<file path="src/rtl/core/pip_pkg.sv">
package pip_pkg;

  // request codes on in_req_type
  localparam logic REQ_LOAD  = 1'b0;
  localparam logic REQ_QUERY = 1'b1;

  // register index of vertex_count
  localparam logic REG_VCOUNT = 1'b0;

  // controller to datapath
  typedef struct packed {
    logic wr_en;     // write the vertex of the current input transfer
    logic pt_load;   // capture the query point
    logic clr;       // clear the crossing flag
    logic rd_en;     // read one vertex
    logic rd_first;  // this read only primes the previous-vertex register
    logic res_load;  // copy the crossing flag into the result register
  } pip_cmd_t;

  // datapath to controller
  typedef struct packed {
    logic busy;      // edge pipeline still holds work
  } pip_sts_t;

endpackage

</file>
<file path="src/rtl/core/pip_ctrl.sv">
module pip_ctrl import pip_pkg::*; #(
  parameter int MAX_VERTICES = 64
) (
  input  logic                              clk,
  input  logic                              rst_n,
  input  logic                              in_valid,
  input  logic                              in_req_type,
  output logic                              in_stall,
  output logic                              out_valid,
  input  logic                              out_stall,
  input  logic [$clog2(MAX_VERTICES+1)-1:0] vert_n,
  output pip_cmd_t                          cmd,
  output logic [$clog2(MAX_VERTICES)-1:0]   rd_addr,
  input  pip_sts_t                          sts
);

  localparam int AW = $clog2(MAX_VERTICES);
  localparam int NW = $clog2(MAX_VERTICES+1);

  typedef enum logic [1:0] {S_IDLE, S_WALK, S_DRAIN, S_FINISH} state_t;

  state_t          state_r, state_nxt;
  logic            first_r, first_nxt;
  logic [AW-1:0]   cnt_r, cnt_nxt;
  logic            out_valid_r, out_valid_nxt;
  logic [NW-1:0]   n_m1;
  logic [AW-1:0]   last;
  logic            ge3;
  logic            slot_free;

  assign n_m1      = vert_n - 1'b1;
  assign last      = n_m1[AW-1:0];
  assign ge3       = (32'(vert_n) >= 32'd3);
  assign slot_free = !out_valid_r || !out_stall;
  assign in_stall  = (state_r != S_IDLE);
  assign out_valid = out_valid_r;

  always_comb begin
    state_nxt     = state_r;
    first_nxt     = first_r;
    cnt_nxt       = cnt_r;
    out_valid_nxt = out_valid_r && out_stall;
    cmd           = '0;
    rd_addr       = cnt_r;
    unique case (state_r)
      S_IDLE: begin
        if (in_valid) begin
          if (in_req_type == REQ_LOAD) begin
            cmd.wr_en = 1'b1;
          end else begin
            cmd.pt_load = 1'b1;
            cmd.clr     = 1'b1;
            if (ge3) begin
              state_nxt = S_WALK;
              first_nxt = 1'b1;
            end else begin
              state_nxt = S_FINISH;
            end
          end
        end
      end
      S_WALK: begin
        cmd.rd_en = 1'b1;
        if (first_r) begin
          // closing edge starts from the last vertex
          rd_addr      = last;
          cmd.rd_first = 1'b1;
          first_nxt    = 1'b0;
          cnt_nxt      = '0;
        end else if (cnt_r == last) begin
          state_nxt = S_DRAIN;
        end else begin
          cnt_nxt = AW'(cnt_r + 1'b1);
        end
      end
      S_DRAIN: begin
        if (!sts.busy) begin
          state_nxt = S_FINISH;
        end
      end
      S_FINISH: begin
        if (slot_free) begin
          cmd.res_load  = 1'b1;
          out_valid_nxt = 1'b1;
          state_nxt     = S_IDLE;
        end
      end
      default: begin
        state_nxt = S_IDLE;
      end
    endcase
  end

  always_ff @(posedge clk) begin
    if (!rst_n) begin
      state_r     <= S_IDLE;
      first_r     <= 1'b0;
      cnt_r       <= '0;
      out_valid_r <= 1'b0;
    end else begin
      state_r     <= state_nxt;
      first_r     <= first_nxt;
      cnt_r       <= cnt_nxt;
      out_valid_r <= out_valid_nxt;
    end
  end

`ifndef ASSERT_OFF
  a_no_rw_overlap: assert property (@(posedge clk) disable iff (!rst_n)
    cmd.wr_en |-> !cmd.rd_en)
    else $error("vertex write and read in the same cycle");

  a_cnt_in_range: assert property (@(posedge clk) disable iff (!rst_n)
    (state_r == S_WALK && !first_r) |-> (cnt_r <= last))
    else $error("edge counter ran past the last vertex");

  a_small_poly: assert property (@(posedge clk) disable iff (!rst_n)
    (state_r == S_IDLE && in_valid && in_req_type == REQ_QUERY && !ge3)
      |=> (state_r == S_FINISH))
    else $error("degenerate polygon query did not skip the walk");

  a_finish_out: assert property (@(posedge clk) disable iff (!rst_n)
    (state_r == S_FINISH && slot_free) |=> out_valid_r)
    else $error("finished query did not raise a result");
`endif

endmodule

</file>
<file path="config.mk">
export PLATFORM = sky130hd
export DESIGN_NAME = pip_ctrl
export DESIGN_NICKNAME = d
export VERILOG_FILES = /design/src/rtl/core/pip_pkg.sv /design/src/rtl/core/pip_ctrl.sv
export SDC_FILE = /design/constraint.sdc
export NUM_CORES = 1
export LEC_CHECK = 0
export BUFFER_PORTS_ARGS = -buffer_cell sky130_fd_sc_hd__buf_2
export CAP_MARGIN = 20
export CORE_UTILIZATION = 54
export CTS_BUF_LIST = sky130_fd_sc_hd__clkbuf_16
export CTS_CLUSTER_SIZE = 12
export DETAILED_ROUTE_END_ITERATION = 10
export HOLD_SLACK_MARGIN = 0.08
export PLACE_DENSITY_LB_ADDON = 0.25
export SKIP_CTS_REPAIR_TIMING = 1
export SLEW_MARGIN = 20
export SYNTH_ARGS = -nofsm -noshare
export SYNTH_HDL_FRONTEND = slang
export SYNTH_SLANG_ARGS = --single-unit
</file>
<file path="constraint.sdc">
create_clock -name clk -period 5.3 [get_ports clk]
set_input_delay 0.795 -clock clk [delete_from_list [all_inputs] [get_ports clk]]
set_output_delay 0.795 -clock clk [all_outputs]
set_load 0.03 [all_outputs]
</file>
**After elaboration in Yosys (flattened, before gate mapping)**

Cells that the tools add are included.
W data, S select, Z words.

- Bits in registers: 10
- Input bits: 13
- Output and inout bits: 14

- Equality and inequality tests: 12
- Order comparisons: 1
- Muxes and demuxes: 26
- Reductions and logical operators: 10
- Add/sub/neg operators: 2

Operators with widths:

| kind | number |
|---|---|
| $mux W6 | 4 |
| $mux W2 | 9 |
| $ne A2 B2 Y1 const B | 8 |
| $mux W1 | 9 |
| $pmux W2 S4 | 1 |
| $ge A7 B2 Y1 const B | 1 |
| $add A6 B1 Y6 const B | 1 |
| $eq A6 B6 Y1 | 1 |
| $mux W3 | 2 |
| $reduce_and A6 Y1 | 1 |
| $sub A6 B1 Y6 const B | 1 |
| $eq A2 B2 Y1 const B | 2 |
| $reduce_and A4 Y1 | 1 |
| $reduce_bool A2 Y1 | 2 |
| $eq A2 B1 Y1 const B | 1 |
| $logic_not A1 Y1 | 2 |
| $logic_not A2 Y1 | 1 |
| $pmux W1 S2 | 1 |
| $reduce_and A2 Y1 | 1 |
| $logic_and A1 B1 Y1 | 1 |
| $logic_or A1 B1 Y1 | 1 |

**Logic depth before layout (Yosys ltp)**

- Word-level depth: 5
- Depth in mapped cells: 9

**Worst setup path after synthesis**

OpenSTA, ideal clock, no wires.

- Kind: register -> output
- From: register state_r[0]
- To: output rd_addr[2]
- Setup slack: 2065 ps
- Path buffers: 3
- Cell stages (with the launch flop): 8
- Arrival: 2440 ps
- Required time: 4505 ps
- Cell sequence: dfxtp_1 > ha_1 > clkbuf_1 > and2_1 > clkbuf_1 > clkbuf_1 > nor2_1 > a21oi_1

- Longest elaborated chain between the ends: 2

RTL lines:

| element | RTL line | text |
|---|---|---|
| start, declared | pip_ctrl.sv:22 | `state_t state_r, state_nxt;` |
| start signal, assigned | pip_ctrl.sv:101 | `state_r <= state_nxt;` |
| $eq A2 B1 Y1 | pip_ctrl.sv:45 | `unique case (state_r)` |
| $mux W6 | pip_ctrl.sv:45 |  |
| end, declared | pip_ctrl.sv:13 | `output logic [$clog2(MAX_VERTICES)-1:0] rd_addr,` |

Every way passes these cells.

**Worst setup path after layout**

- From: register state_r[0]
- To: output rd_addr[4]

Same word-level chain as after synthesis.

==> summary.md <==
| Metric | Value |
|---|---|
| CP max FO | 17 |
| DRC viols | 0 |
| Placeable Area | between 1500 and 2000 sq um |
| Slew headroom | a little over three fifths |
| Die Height | between 40 and 50 um |
| Worst ir drop on vdd | roughly 0.00026 V |
| Post-detail-place hpwl | 1597 um |
| Initial DRC count | 15 |
| Setup Skew | approximately 0.0017 ns |
| Layout net count | 162 |
| Rows | 14 |
| IO buf count | 26 |
| Total grt overflow | 0 |
| GR Util All Layers | between 20% and 30% |
| PD cells | 372.4 nW/um^2 |
| Req. time, crit path | 4.51 ns |
| Routability cong. | 0.8667 |
| Placed insts | 153 |
| Number of synthesized flops with an enable pin | 0 |
| Routed len/inst | 13.26 um |
| Vias in the first global route | 841 |
| Maximum Capacitance Violations | 0 |
| Post-synth ARST share | 0% |
| Synthesized instance count | approximately 120 |
| Worst Hold Class | register to register |
| Syn Std Cell Area | approximately 900 sq um |
| Vias per inst | 5.822 |
| Tcrit/Tclk final | 53.65% |
| Share of layout cells above drive strength 1 | 24.82% |
| Slew @ Worst Pin | 0.5562 ns |
| Final Max Tran Viols | 0 |
| Syn nets | 135 |
| Worst-case clock buffer depth | 2 |
| Post-Layout Cell Count | roughly 160 |
| Post-Route Setup TNS | 0 ns |
| # setup viols final | 0 |
| Clock Root Buffer | clkbuf_16 |
| Final Hold Viols | 0 |
| Unique masters post-synth | 35 |
| Clk_lat worst skew | 0.24 ns |
| Startpoint Class | register |
| Initial antenna violation count | 0 |
| Synth Area per Inst | a little under 8 sq um |
| Clock sink count | 10 |
| Starting Density | 59.03% |
| CP Class | register to primary output |
| Antenna diodes | 0 |
| Routed Antenna Nets | 0 |
| Pleak | roughly 0.52 nW |
| Sequential fraction of the synthesis area | between 20% and 30% |
| Most frequent cells in the layout | buf_2 (26), nand2_1 (16), xnor2_1 (11), nor2_1 (11) |
| First-pass GRT wire length | 3553 um |
| Die area | 1833 sq um |
| Worst setup EP type | primary output |
| DIE WIDTH | approximately 43 um |
| Final Core Density | 72.82% |
| Largest net degree at the start of global routing | 18 |
| CTS tree | built |
| Via count | 914 |
| Fin crit period | 2.844 ns |
| Seq cells post-synth | 10 |
| Synth-to-layout area growth | 23.37% |
| Commonest non-fill, non-tap cell in the layout | buf_2 |
| Worst-path clk slew | 0.04 ns |
| Fmax | 351.7 MHz |
| H-tree levels | 1 |
| Outcome | finished, final reports clean |
| Num CTS Buffers | 3 |
| Unrepaired setup endpoints after global routing | false |
| YS warnings | 0 |
| Ys flop type | dfxtp_1 |
| DRT Pass-1 Iters | 4 |
| CP arrival | 2.05 ns |
| Final WL | 2082 um |
| Io pins | 27 |
==> Yosys cell counts, types with 3 or more instances <==
| cell | number | area share [%] |
|---|---|---|
| nor3_1 | 3 | 1.7 |
| xnor2_1 | 11 | 11 |
| ha_1 | 7 | 9.7 |
| a21oi_1 | 10 | 5.6 |
| nor2_1 | 11 | 4.6 |
| nand2_1 | 16 | 6.7 |
| inv_1 | 7 | 2.9 |
| mux2i_1 | 5 | 5.6 |
| clkbuf_1 | 3 | 1.3 |
| dfxtp_1 | 10 | 22 |
==> logic make-up after synthesis <==
logic type	share of synthesized area [%]
AO/OA/AOI/OAI	13.07
XOR/XNOR	13.21
adder cells (fa/ha/maj)	9.735
buffers and inverters	5.008
flip-flops	22.25
multiplexers	5.564
AND/OR/NAND/NOR	31.16
==> per-layer routing <==
metal	track usage (%)	share of wire, %
met4	11.88	1.8
met2	41.82	49
met1	32.64	44
met3	4.255	5.5
met5	0	0
==> where the power goes <==
group	internal [mW]	switching, mW
Sequential	0.0853	0.0144
Clock	0.0989	0.0353
Combinational	0.0640	0.115
==> worst max-delay path: stages, from the launching register on <==
cell and delay (ns):
dfxtp_1 0.41, ha_1 0.41, and2_1 0.54, nor2_1 0.10, a21oi_1 0.14, buf_2 0.21
==> flip-flops by register name (all words and copies together) (netlist names) <==
name and cells:
state_r 2, first_r 1, out_valid 1, cnt_r 6
==> area by class of cell <==
type                            instances  area [sq um]
Sequential cell                        10         200.2
Timing Repair Buffer                   26         130.1
Clock buffer                            3         75.07
Multi-Input combinational cell         94         654.4
Fill cell                             132         414.1
Tap cell                               16         20.02
Clock inverter                          1         3.754
Inverter                                7         26.28
==> worst paths after layout <==
path / from / to / slack, ns / depth (start not counted)
worst max register to register: state_r[0]$_SDFFE_PN0P_ / cnt_r[5]$_SDFFE_PN0P_ / 3.21 / 6
worst min register to register: state_r[1]$_SDFFE_PN0P_ / state_r[1]$_SDFFE_PN0P_ / 0.51 / 2
worst min-delay path: state_r[1]$_SDFFE_PN0P_ / state_r[1]$_SDFFE_PN0P_ / 0.51 / 2
worst max-delay path: state_r[0]$_SDFFE_PN0P_ / rd_addr[4] / 2.46 / 5
==> per-stage QoR <==
stage | area (sq um) | hold slack (ns) | total power, mW | worst slack (ns)
2_1_floorplan | 899.6 | 0.4677 | 0.2355 | 2.065
3_3_place_gp | 1031 | 0.4910 | 0.2725 | 2.619
3_5_place_dp | 1031 | 0.5058 | 0.2766 | 2.567
4_1_cts | 1110 | 0.5113 | 0.4151 | 2.492
5_1_grt | 1110 | 0.5321 | 0.4386 | 2.303
6_report | 1110 | 0.5092 | 0.4133 | 2.456
(Power assumes the default switching activity.)
